[src/design/bruq_pkg.sv]
// Shared types and codes for the buffered UART ring queues block.
// Used by bruq_ctrl, bruq_datapath and buffered_uart_ring_queues_top; no dependencies.
`default_nettype none

package bruq_pkg;

  typedef enum logic [1:0] {
    OP_SEND  = 2'd0,
    OP_READ  = 2'd1,
    OP_TXRDY = 2'd2,
    OP_RECV  = 2'd3
  } opcode_t;

  typedef enum logic [2:0] {
    ST_OK       = 3'd0,
    ST_NO_DATA  = 3'd1,
    ST_REFUSED  = 3'd2,
    ST_TX_FULL  = 3'd3,
    ST_OVERFLOW = 3'd4,
    ST_TX_IDLE  = 3'd5
  } status_t;

  typedef struct packed {
    logic [1:0] opcode;
    logic [7:0] data_byte;
  } in_word_t;

  typedef struct packed {
    logic [2:0] status;
    logic [7:0] read_byte;
    logic [7:0] line_byte;
    logic       line_valid;
    logic [7:0] forward_byte;
    logic       forward_valid;
    logic       transmit_request;
  } out_word_t;

  typedef enum logic [1:0] {
    S_IDLE = 2'd0,
    S_EXEC = 2'd1,
    S_POP  = 2'd2
  } state_t;

  typedef struct packed {
    logic load_cmd;
    logic exec;
    logic finish_pop;
  } ctrl_t;

  typedef struct packed {
    logic out_free;
    logic pop_needed;
  } stat_t;

endpackage

`default_nettype wire

[src/design/buffered_uart_ring_queues_top.sv]
// Top level of the buffered UART ring queues: transmit and receive byte rings
// between a host and a UART line. Instantiates bruq_ctrl and bruq_datapath; uses bruq_pkg.
//
// Every input word gives exactly one output word. A word is taken into a command register
// and executed in the next cycle once the output register is free; words that do not pop
// a ring (send, refused or empty read, idle ready event, received byte) then follow one
// per clock while the output register is free. A successful host read or a ready event
// that pops a byte adds the pop state for the registered read port of the ring memory.
// The output register lets a new word be taken while a result waits. SEND_DEPTH and
// RECV_DEPTH set the ring sizes (4 to 256); a ring holds depth-1 bytes. The user must
// write forward_mode through cfg_we/cfg_wdata only while idle; it is not enforced.
`default_nettype none

module buffered_uart_ring_queues_top #(
  parameter int SEND_DEPTH = 16,
  parameter int RECV_DEPTH = 16
) (
  input  wire logic                clk,
  input  wire logic                rst,
  input  wire logic                in_valid,
  output logic                     in_ready,
  input  wire bruq_pkg::in_word_t  in_word,
  output logic                     out_valid,
  input  wire logic                out_ready,
  output bruq_pkg::out_word_t      out_word,
  input  wire logic                cfg_we,
  input  wire logic                cfg_wdata
);

  bruq_pkg::ctrl_t ctl;
  bruq_pkg::stat_t stat;

  bruq_ctrl u_ctrl (
    .clk      (clk),
    .rst      (rst),
    .in_valid (in_valid),
    .in_ready (in_ready),
    .stat     (stat),
    .ctl      (ctl)
  );

  bruq_datapath #(
    .SEND_DEPTH (SEND_DEPTH),
    .RECV_DEPTH (RECV_DEPTH)
  ) u_datapath (
    .clk       (clk),
    .rst       (rst),
    .cfg_we    (cfg_we),
    .cfg_wdata (cfg_wdata),
    .in_word   (in_word),
    .out_ready (out_ready),
    .out_valid (out_valid),
    .out_word  (out_word),
    .ctl       (ctl),
    .stat      (stat)
  );

endmodule

`default_nettype wire

[src/design/bruq_ctrl.sv]
// Sequencer for the buffered UART ring queues: accept, execute, finish a ring pop.
// Depends on bruq_pkg for state, command and status types.
`default_nettype none

module bruq_ctrl (
  input  wire logic            clk,
  input  wire logic            rst,
  input  wire logic            in_valid,
  output logic                 in_ready,
  input  wire bruq_pkg::stat_t stat,
  output bruq_pkg::ctrl_t      ctl
);

  bruq_pkg::state_t state;
  bruq_pkg::state_t state_next;

  always_ff @(posedge clk) begin
    if (rst) begin
      state <= bruq_pkg::S_IDLE;
    end else begin
      state <= state_next;
    end
  end

  always_comb begin
    state_next = state;
    unique case (state)
      bruq_pkg::S_IDLE: begin
        if (in_valid) begin
          state_next = bruq_pkg::S_EXEC;
        end
      end
      bruq_pkg::S_EXEC: begin
        if (stat.out_free) begin
          if (stat.pop_needed) begin
            state_next = bruq_pkg::S_POP;
          end else if (!in_valid) begin
            state_next = bruq_pkg::S_IDLE;
          end
        end
      end
      bruq_pkg::S_POP: begin
        state_next = bruq_pkg::S_IDLE;
      end
      default: begin
        state_next = bruq_pkg::S_IDLE;
      end
    endcase
  end

  always_comb begin
    in_ready       = 1'b0;
    ctl.exec       = 1'b0;
    ctl.finish_pop = 1'b0;
    unique case (state)
      bruq_pkg::S_IDLE: begin
        in_ready = 1'b1;
      end
      bruq_pkg::S_EXEC: begin
        ctl.exec = stat.out_free;
        in_ready = stat.out_free && !stat.pop_needed;
      end
      bruq_pkg::S_POP: begin
        ctl.finish_pop = 1'b1;
      end
      default: begin
        in_ready = 1'b0;
      end
    endcase
    ctl.load_cmd = in_valid && in_ready;
  end

  assert property (@(posedge clk) disable iff (rst) ctl.exec |-> stat.out_free)
    else $error("execute issued while the output register is busy");

  assert property (@(posedge clk) disable iff (rst)
    state == bruq_pkg::S_POP |-> $past(ctl.exec && stat.pop_needed))
    else $error("pop finish without a preceding pop");

  assert property (@(posedge clk) disable iff (rst)
    state == bruq_pkg::S_POP |=> state == bruq_pkg::S_IDLE)
    else $error("pop finish did not return to idle");

  assert property (@(posedge clk) disable iff (rst)
    ctl.load_cmd |=> state == bruq_pkg::S_EXEC)
    else $error("accepted word not held for execution");

endmodule

`default_nettype wire

[src/design/bruq_datapath.sv]
// Datapath for the buffered UART ring queues: command register, both rings,
// pointers, request flag, forward mode register and output register. Depends on bruq_pkg.
`default_nettype none

module bruq_datapath #(
  parameter int SEND_DEPTH = 16,
  parameter int RECV_DEPTH = 16
) (
  input  wire logic                 clk,
  input  wire logic                 rst,
  input  wire logic                 cfg_we,
  input  wire logic                 cfg_wdata,
  input  wire bruq_pkg::in_word_t   in_word,
  input  wire logic                 out_ready,
  output logic                      out_valid,
  output bruq_pkg::out_word_t       out_word,
  input  wire bruq_pkg::ctrl_t      ctl,
  output bruq_pkg::stat_t           stat
);

  localparam int SAW = $clog2(SEND_DEPTH);
  localparam int RAW = $clog2(RECV_DEPTH);
  localparam logic [SAW-1:0] SEND_LAST = SAW'(SEND_DEPTH - 1);
  localparam logic [RAW-1:0] RECV_LAST = RAW'(RECV_DEPTH - 1);

  bruq_pkg::in_word_t  cmd;
  logic                forward_mode;
  logic                request_flag;
  logic                request_flag_next;
  logic [SAW-1:0]      send_head;
  logic [SAW-1:0]      send_tail;
  logic [RAW-1:0]      recv_head;
  logic [RAW-1:0]      recv_tail;
  logic [SAW-1:0]      send_head_inc;
  logic [SAW-1:0]      send_tail_inc;
  logic [RAW-1:0]      recv_head_inc;
  logic [RAW-1:0]      recv_tail_inc;
  logic                send_empty;
  logic                send_full;
  logic                recv_empty;
  logic                recv_full;
  logic                send_push;
  logic                send_pop;
  logic                recv_push;
  logic                recv_pop;
  logic [7:0]          send_rdata;
  logic [7:0]          recv_rdata;
  logic [7:0]          send_mem [SEND_DEPTH];
  logic [7:0]          recv_mem [RECV_DEPTH];
  logic                out_load;
  bruq_pkg::out_word_t res;

  assign send_head_inc = (send_head == SEND_LAST) ? '0 : send_head + 1'b1;
  assign send_tail_inc = (send_tail == SEND_LAST) ? '0 : send_tail + 1'b1;
  assign recv_head_inc = (recv_head == RECV_LAST) ? '0 : recv_head + 1'b1;
  assign recv_tail_inc = (recv_tail == RECV_LAST) ? '0 : recv_tail + 1'b1;

  assign send_empty = (send_head == send_tail);
  assign send_full  = (send_head_inc == send_tail);
  assign recv_empty = (recv_head == recv_tail);
  assign recv_full  = (recv_head_inc == recv_tail);

  assign stat.out_free   = !out_valid || out_ready;
  assign stat.pop_needed = (cmd.opcode == bruq_pkg::OP_READ && !forward_mode && !recv_empty) ||
                           (cmd.opcode == bruq_pkg::OP_TXRDY && !send_empty);

  always_comb begin
    res               = '0;
    request_flag_next = request_flag;
    send_push         = 1'b0;
    send_pop          = 1'b0;
    recv_push         = 1'b0;
    recv_pop          = 1'b0;
    res.status        = bruq_pkg::ST_OK;
    case (cmd.opcode)
      bruq_pkg::OP_SEND: begin
        if (send_full) begin
          res.status = bruq_pkg::ST_TX_FULL;
        end else begin
          send_push         = 1'b1;
          request_flag_next = 1'b1;
        end
      end
      bruq_pkg::OP_READ: begin
        if (forward_mode) begin
          res.status = bruq_pkg::ST_REFUSED;
        end else if (recv_empty) begin
          res.status = bruq_pkg::ST_NO_DATA;
        end else begin
          recv_pop = 1'b1;
        end
      end
      bruq_pkg::OP_TXRDY: begin
        if (send_empty) begin
          request_flag_next = 1'b0;
          res.status        = bruq_pkg::ST_TX_IDLE;
        end else begin
          send_pop = 1'b1;
        end
      end
      default: begin
        if (forward_mode) begin
          res.forward_byte  = cmd.data_byte;
          res.forward_valid = 1'b1;
        end else if (recv_full) begin
          res.status = bruq_pkg::ST_OVERFLOW;
        end else begin
          recv_push = 1'b1;
        end
      end
    endcase
    if (ctl.finish_pop) begin
      res.status        = bruq_pkg::ST_OK;
      request_flag_next = request_flag;
      if (cmd.opcode == bruq_pkg::OP_READ) begin
        res.read_byte = recv_rdata;
      end else begin
        res.line_byte  = send_rdata;
        res.line_valid = 1'b1;
      end
    end
    res.transmit_request = request_flag_next;
  end

  assign out_load = (ctl.exec && !stat.pop_needed) || ctl.finish_pop;

  always_ff @(posedge clk) begin
    if (rst) begin
      forward_mode <= 1'b0;
      request_flag <= 1'b0;
      send_head    <= '0;
      send_tail    <= '0;
      recv_head    <= '0;
      recv_tail    <= '0;
      out_valid    <= 1'b0;
    end else begin
      if (cfg_we) begin
        forward_mode <= cfg_wdata;
      end
      if (ctl.exec) begin
        request_flag <= request_flag_next;
        if (send_push) begin
          send_head <= send_head_inc;
        end
        if (send_pop) begin
          send_tail <= send_tail_inc;
        end
        if (recv_push) begin
          recv_head <= recv_head_inc;
        end
        if (recv_pop) begin
          recv_tail <= recv_tail_inc;
        end
      end
      if (out_load) begin
        out_valid <= 1'b1;
      end else if (out_ready) begin
        out_valid <= 1'b0;
      end
    end
  end

  always_ff @(posedge clk) begin
    if (ctl.load_cmd) begin
      cmd <= in_word;
    end
    if (out_load) begin
      out_word <= res;
    end
  end

  always_ff @(posedge clk) begin
    if (ctl.exec && send_push) begin
      send_mem[send_head_inc] <= cmd.data_byte;
    end
    if (ctl.exec && send_pop) begin
      send_rdata <= send_mem[send_tail_inc];
    end
  end

  always_ff @(posedge clk) begin
    if (ctl.exec && recv_push) begin
      recv_mem[recv_head_inc] <= cmd.data_byte;
    end
    if (ctl.exec && recv_pop) begin
      recv_rdata <= recv_mem[recv_tail_inc];
    end
  end

  assert property (@(posedge clk) disable iff (rst)
    (send_head <= SEND_LAST) && (send_tail <= SEND_LAST) &&
    (recv_head <= RECV_LAST) && (recv_tail <= RECV_LAST))
    else $error("ring pointer beyond ring depth");

  assert property (@(posedge clk) disable iff (rst) ctl.finish_pop |-> !out_valid)
    else $error("pop result would overwrite a waiting word");

endmodule

`default_nettype wire
[config.mk]
export PLATFORM = sky130hd
export DESIGN_NAME = buffered_uart_ring_queues_top
export DESIGN_NICKNAME = d
export VERILOG_FILES = /design/src/design/bruq_pkg.sv /design/src/design/buffered_uart_ring_queues_top.sv /design/src/design/bruq_ctrl.sv /design/src/design/bruq_datapath.sv
export SDC_FILE = /design/constraint.sdc
export NUM_CORES = 1
export LEC_CHECK = 0
export BUFFER_PORTS_ARGS = -buffer_cell sky130_fd_sc_hd__buf_4
export CORE_ASPECT_RATIO = 1.2
export CORE_UTILIZATION = 50
export CTS_BUF_LIST = sky130_fd_sc_hd__clkbuf_4 sky130_fd_sc_hd__clkbuf_8 sky130_fd_sc_hd__clkbuf_16
export DETAILED_ROUTE_END_ITERATION = 6
export PLACE_DENSITY_LB_ADDON = 0.2
export SYNTH_ARGS = -nofsm -noshare
export SYNTH_HDL_FRONTEND = slang
export SYNTH_SLANG_ARGS = --single-unit
[constraint.sdc]
create_clock -name clk -period 5.9 [get_ports clk]
set_clock_uncertainty 0.05 [all_clocks]
set_input_delay 1.18 -clock clk [delete_from_list [all_inputs] [get_ports clk]]
set_output_delay 1.18 -clock clk [all_outputs]
set_load 0.01 [all_outputs]
==> results.sh <==
export IMPL_rsz0062_at_grt="no"
export IMPL_dpl_hpwl_mm=19.5
export IMPL_place_congestion=0.918
export IMPL_fin_crit_sh=0.678
export IMPL_htree_levels=2
export IMPL_antenna_found_initial=0
export IMPL_synth_adder_area_share=0.0146
export IMPL_critPathMaxStageDelay_ns=0.80
export IMPL_synth_top_area_share=0.681
export IMPL_worstPathMaxFanout=15
export IMPL_start_util=0.508
export IMPL_fin_crit_ns=4.00
export IMPL_worstSetupStartpointType="flop"
export IMPL_post_cts_resized=0
export IMPL_synth_top_family_by_area="multiplexers"
export IMPL_grt_ovfl_total=0
export IMPL_status="finished, final reports clean"
export IMPL_sw_frac_of_total=0.198
export IMPL_arrival_ns=2.77
export IMPL_clock_latency_ns=0.52
export IMPL_setup_slack_ns=1.90
export IMPL_power_density_nw_per_um2=329
export IMPL_grt_use_total=0.225
export IMPL_n_antenna_cell=0
export IMPL_wire_per_inst_um=24.4
export IMPL_max_slew_margin=0.202
export IMPL_grt_max_degree=43
export IMPL_routed_via_density=6.07
export IMPL_tns_ns=0
export IMPL_die_h_um=184
export IMPL_clockBufferDepth=3
export IMPL_cp_depth=5
export IMPL_p_seq_frac=0.506
export IMPL_core_um2=27100
export IMPL_worstHoldPathCells=0
export IMPL_dieArea_um2=28200
export IMPL_final_common_cell="edfxtp_1"
export IMPL_synth_compound_area_share=0.0710
export IMPL_vdd_drop_max_mv=0.259
export IMPL_final_layout_size_suffix_gt1_frac=0.210
export IMPL_ys_async_sr_fraction=0
export IMPL_ys_seq_elements=333
export IMPL_worst_pin_slew_ns=1.19
export IMPL_clk_pin_slew_ns=0.07
export IMPL_route_detailed_drc=0
export IMPL_synth_mux_area_frac=0.0973
export IMPL_ys_top_cells_by_area="edfxtp_1, mux4_2, dfxtp_1"
export IMPL_ys_seq_area_frac=0.712
export IMPL_syn_area_per_cell_um2=16.5
export IMPL_pin_count=48
export IMPL_post_synth_instance_area_um2=13800
export IMPL_drt_pass1_iter_count=5
export IMPL_p_int_mw=4.16
export IMPL_cp_required_ns=4.67
export IMPL_drt_iter0_drc=739
export IMPL_synth_net_count=865
export IMPL_grt_pass1_wl_mm=46.9
export IMPL_cts_sinks=333
export IMPL_postCtsSetupBuffers=0
export IMPL_syn_to_final_growth_pct=14.4
export IMPL_io_buffer_count=47
export IMPL_numCtsBuffers=36
export IMPL_postCtsHoldBufs=0
export IMPL_num_fill_cells=2028
export IMPL_grt_pass1_vias=7720
export IMPL_synth_top_area_cell="edfxtp_1"
export IMPL_p_leak_nw=5.38
export IMPL_die_width_um=153
export IMPL_synth_flop_cell="edfxtp_1"
export IMPL_cts_root_buf="clkbuf_16"
export IMPL_p_clk_frac=0.465
export IMPL_worst_path_max_delay_cell="o41ai_2"
export IMPL_final_cell_mix="edfxtp_1, buf_4, nand2_1, mux4_2"
export IMPL_ys_types=63
export IMPL_setup_viol=0
export IMPL_final_util=0.581
export IMPL_rows=66
export IMPL_hold_viol=0
export IMPL_critical_path_endpoint_type="primary output"
export IMPL_max_freq_mhz=250
export IMPL_ys_warn_count=0
export IMPL_switchingPower_mw=1.02
export IMPL_critical_path_buf_inv_count=1
export IMPL_hold_class="reg2reg"
export IMPL_combPwrFrac=0.029
export IMPL_layout_nets=922
export IMPL_cts_tree="done"
export IMPL_synth_edf_count=312
export IMPL_dp_slack_ns=1.91
export IMPL_postSynthCellCount=833
export IMPL_critical_path_class="reg2out"
export IMPL_slew_viol_final=0
export IMPL_reg2reg_depth=6
export IMPL_ant_nets=0
export IMPL_cap_violations=0
export IMPL_critPathTopFamily="compound AO/OA/AOI/OAI gates"
export IMPL_vias=7634
export IMPL_yosys_area_share_simple=0.0717
export IMPL_path_cells="xor2_1 -> o41ai_2 -> nand3_1 -> a21oi_1 -> buf_4"
export IMPL_synth_xor_area_frac=0.0132
export IMPL_wl_mm=30.7
## per-stage QoR
stage	cell area, um^2	total power, mW	hold WS, ns	std cells
4_1_cts	15700	5.22	0.438	1258
5_1_grt	15700	5.32	0.458	1258
3_3_place_gp	14400	2.81	0.417	1192
6_report	15700	5.18	0.438	1258
3_5_place_dp	14400	2.82	0.412	1192
2_1_floorplan	13800	2.74	0.414	833
## area by class of cell
class / count / area [um^2] / area share
clock buffers: 42 / 976 / 0.0621
clock inverters: 24 / 315 / 0.0200
inverters: 21 / 78.8 / 0.00501
multi-input cells: 438 / 3690 / 0.235
flip-flops and latches: 333 / 9790 / 0.622
well taps: 340 / 425 / 0.0270
repair buffers: 60 / 450 / 0.0286
## logic make-up (layout without fill, tap and decap cells)
kind of cell    count (synthesis)  after routing
flops                         333            333
compound gates                133            133
simple gates                  201            201
mux                            69             69
xor+xnor                       19             19
fa+ha+maj                      16             16
buf+inv                        62            147
## worst register-to-register path, stage by stage, from the launching register on
cell and delay, ns:
dfxtp_1 0.58, ha_1 0.39, a21oi_1 0.13, o22ai_2 0.33
xnor2_2 0.25, o21ai_1 0.30, nor3_1 1.03
## cell usage after synthesis (8+ instances only)
master	number
o21ai_0	11
mux2i_1	14
edfxtp_1	312
xor2_1	9
ha_1	16
a31oi_1	13
nor3_1	15
and3_1	26
a22oi_1	11
nor2b_1	12
buf_2	14
nand2_1	59
nand3_1	19
mux4_2	51
xnor2_1	8
inv_1	21
a21oi_1	32
dfxtp_1	21
a221oi_1	8
and2_1	19
clkbuf_1	21
nor2_1	37
## flip-flops by register name, indices dropped and copies added (netlist names), 2 cells and up
name                   count
u_datapath.recv_tail       4
u_datapath.cmd            10
u_datapath.recv_rdata      8
u_datapath.recv_mem      128
u_datapath.send_tail       4
u_datapath.send_head       4
u_datapath.recv_head       4
u_datapath.send_rdata      8
u_datapath.send_mem      128
u_ctrl.state               2
u_datapath.out_word       30
## power groups by stage
| stage | sequential (mW) | combinational [mW] | clock, mW |
|---|---|---|---|
| final | 2.62 | 0.152 | 2.41 |
| after detailed placement | 2.67 | 0.153 | 0 |
| after floorplan | 2.68 | 0.0574 | 0 |
| after global routing | 2.62 | 0.164 | 2.54 |
| after global placement | 2.67 | 0.148 | 0 |
| after CTS | 2.62 | 0.153 | 2.44 |
## metal layers
metal	wire, um	global-route usage	vias up
li1	-	-	3409
met1	12400	0.289	3884
met2	15600	0.386	280
met3	1940	0.0398	61
met4	869	0.0820	0
met5	0	0	-
## worst paths after layout
kind | from | end | slack, ns
setup / recovery | u_datapath.recv_tail[3]$_SDFFE_PP0P_ | in_ready | 1.90
hold / removal | u_datapath.cmd[7]$_DFFE_PP_ | u_datapath.send_mem[2][7]$_DFFE_PP_ | 0.44
setup reg to reg | u_datapath.recv_head[0]$_SDFFE_PP0P_ | u_datapath.recv_mem[1][1]$_DFFE_PP_ | 2.45
hold reg to reg | u_datapath.cmd[7]$_DFFE_PP_ | u_datapath.send_mem[2][7]$_DFFE_PP_ | 0.44
No activity file was read; power rests on OpenSTA's default activity.
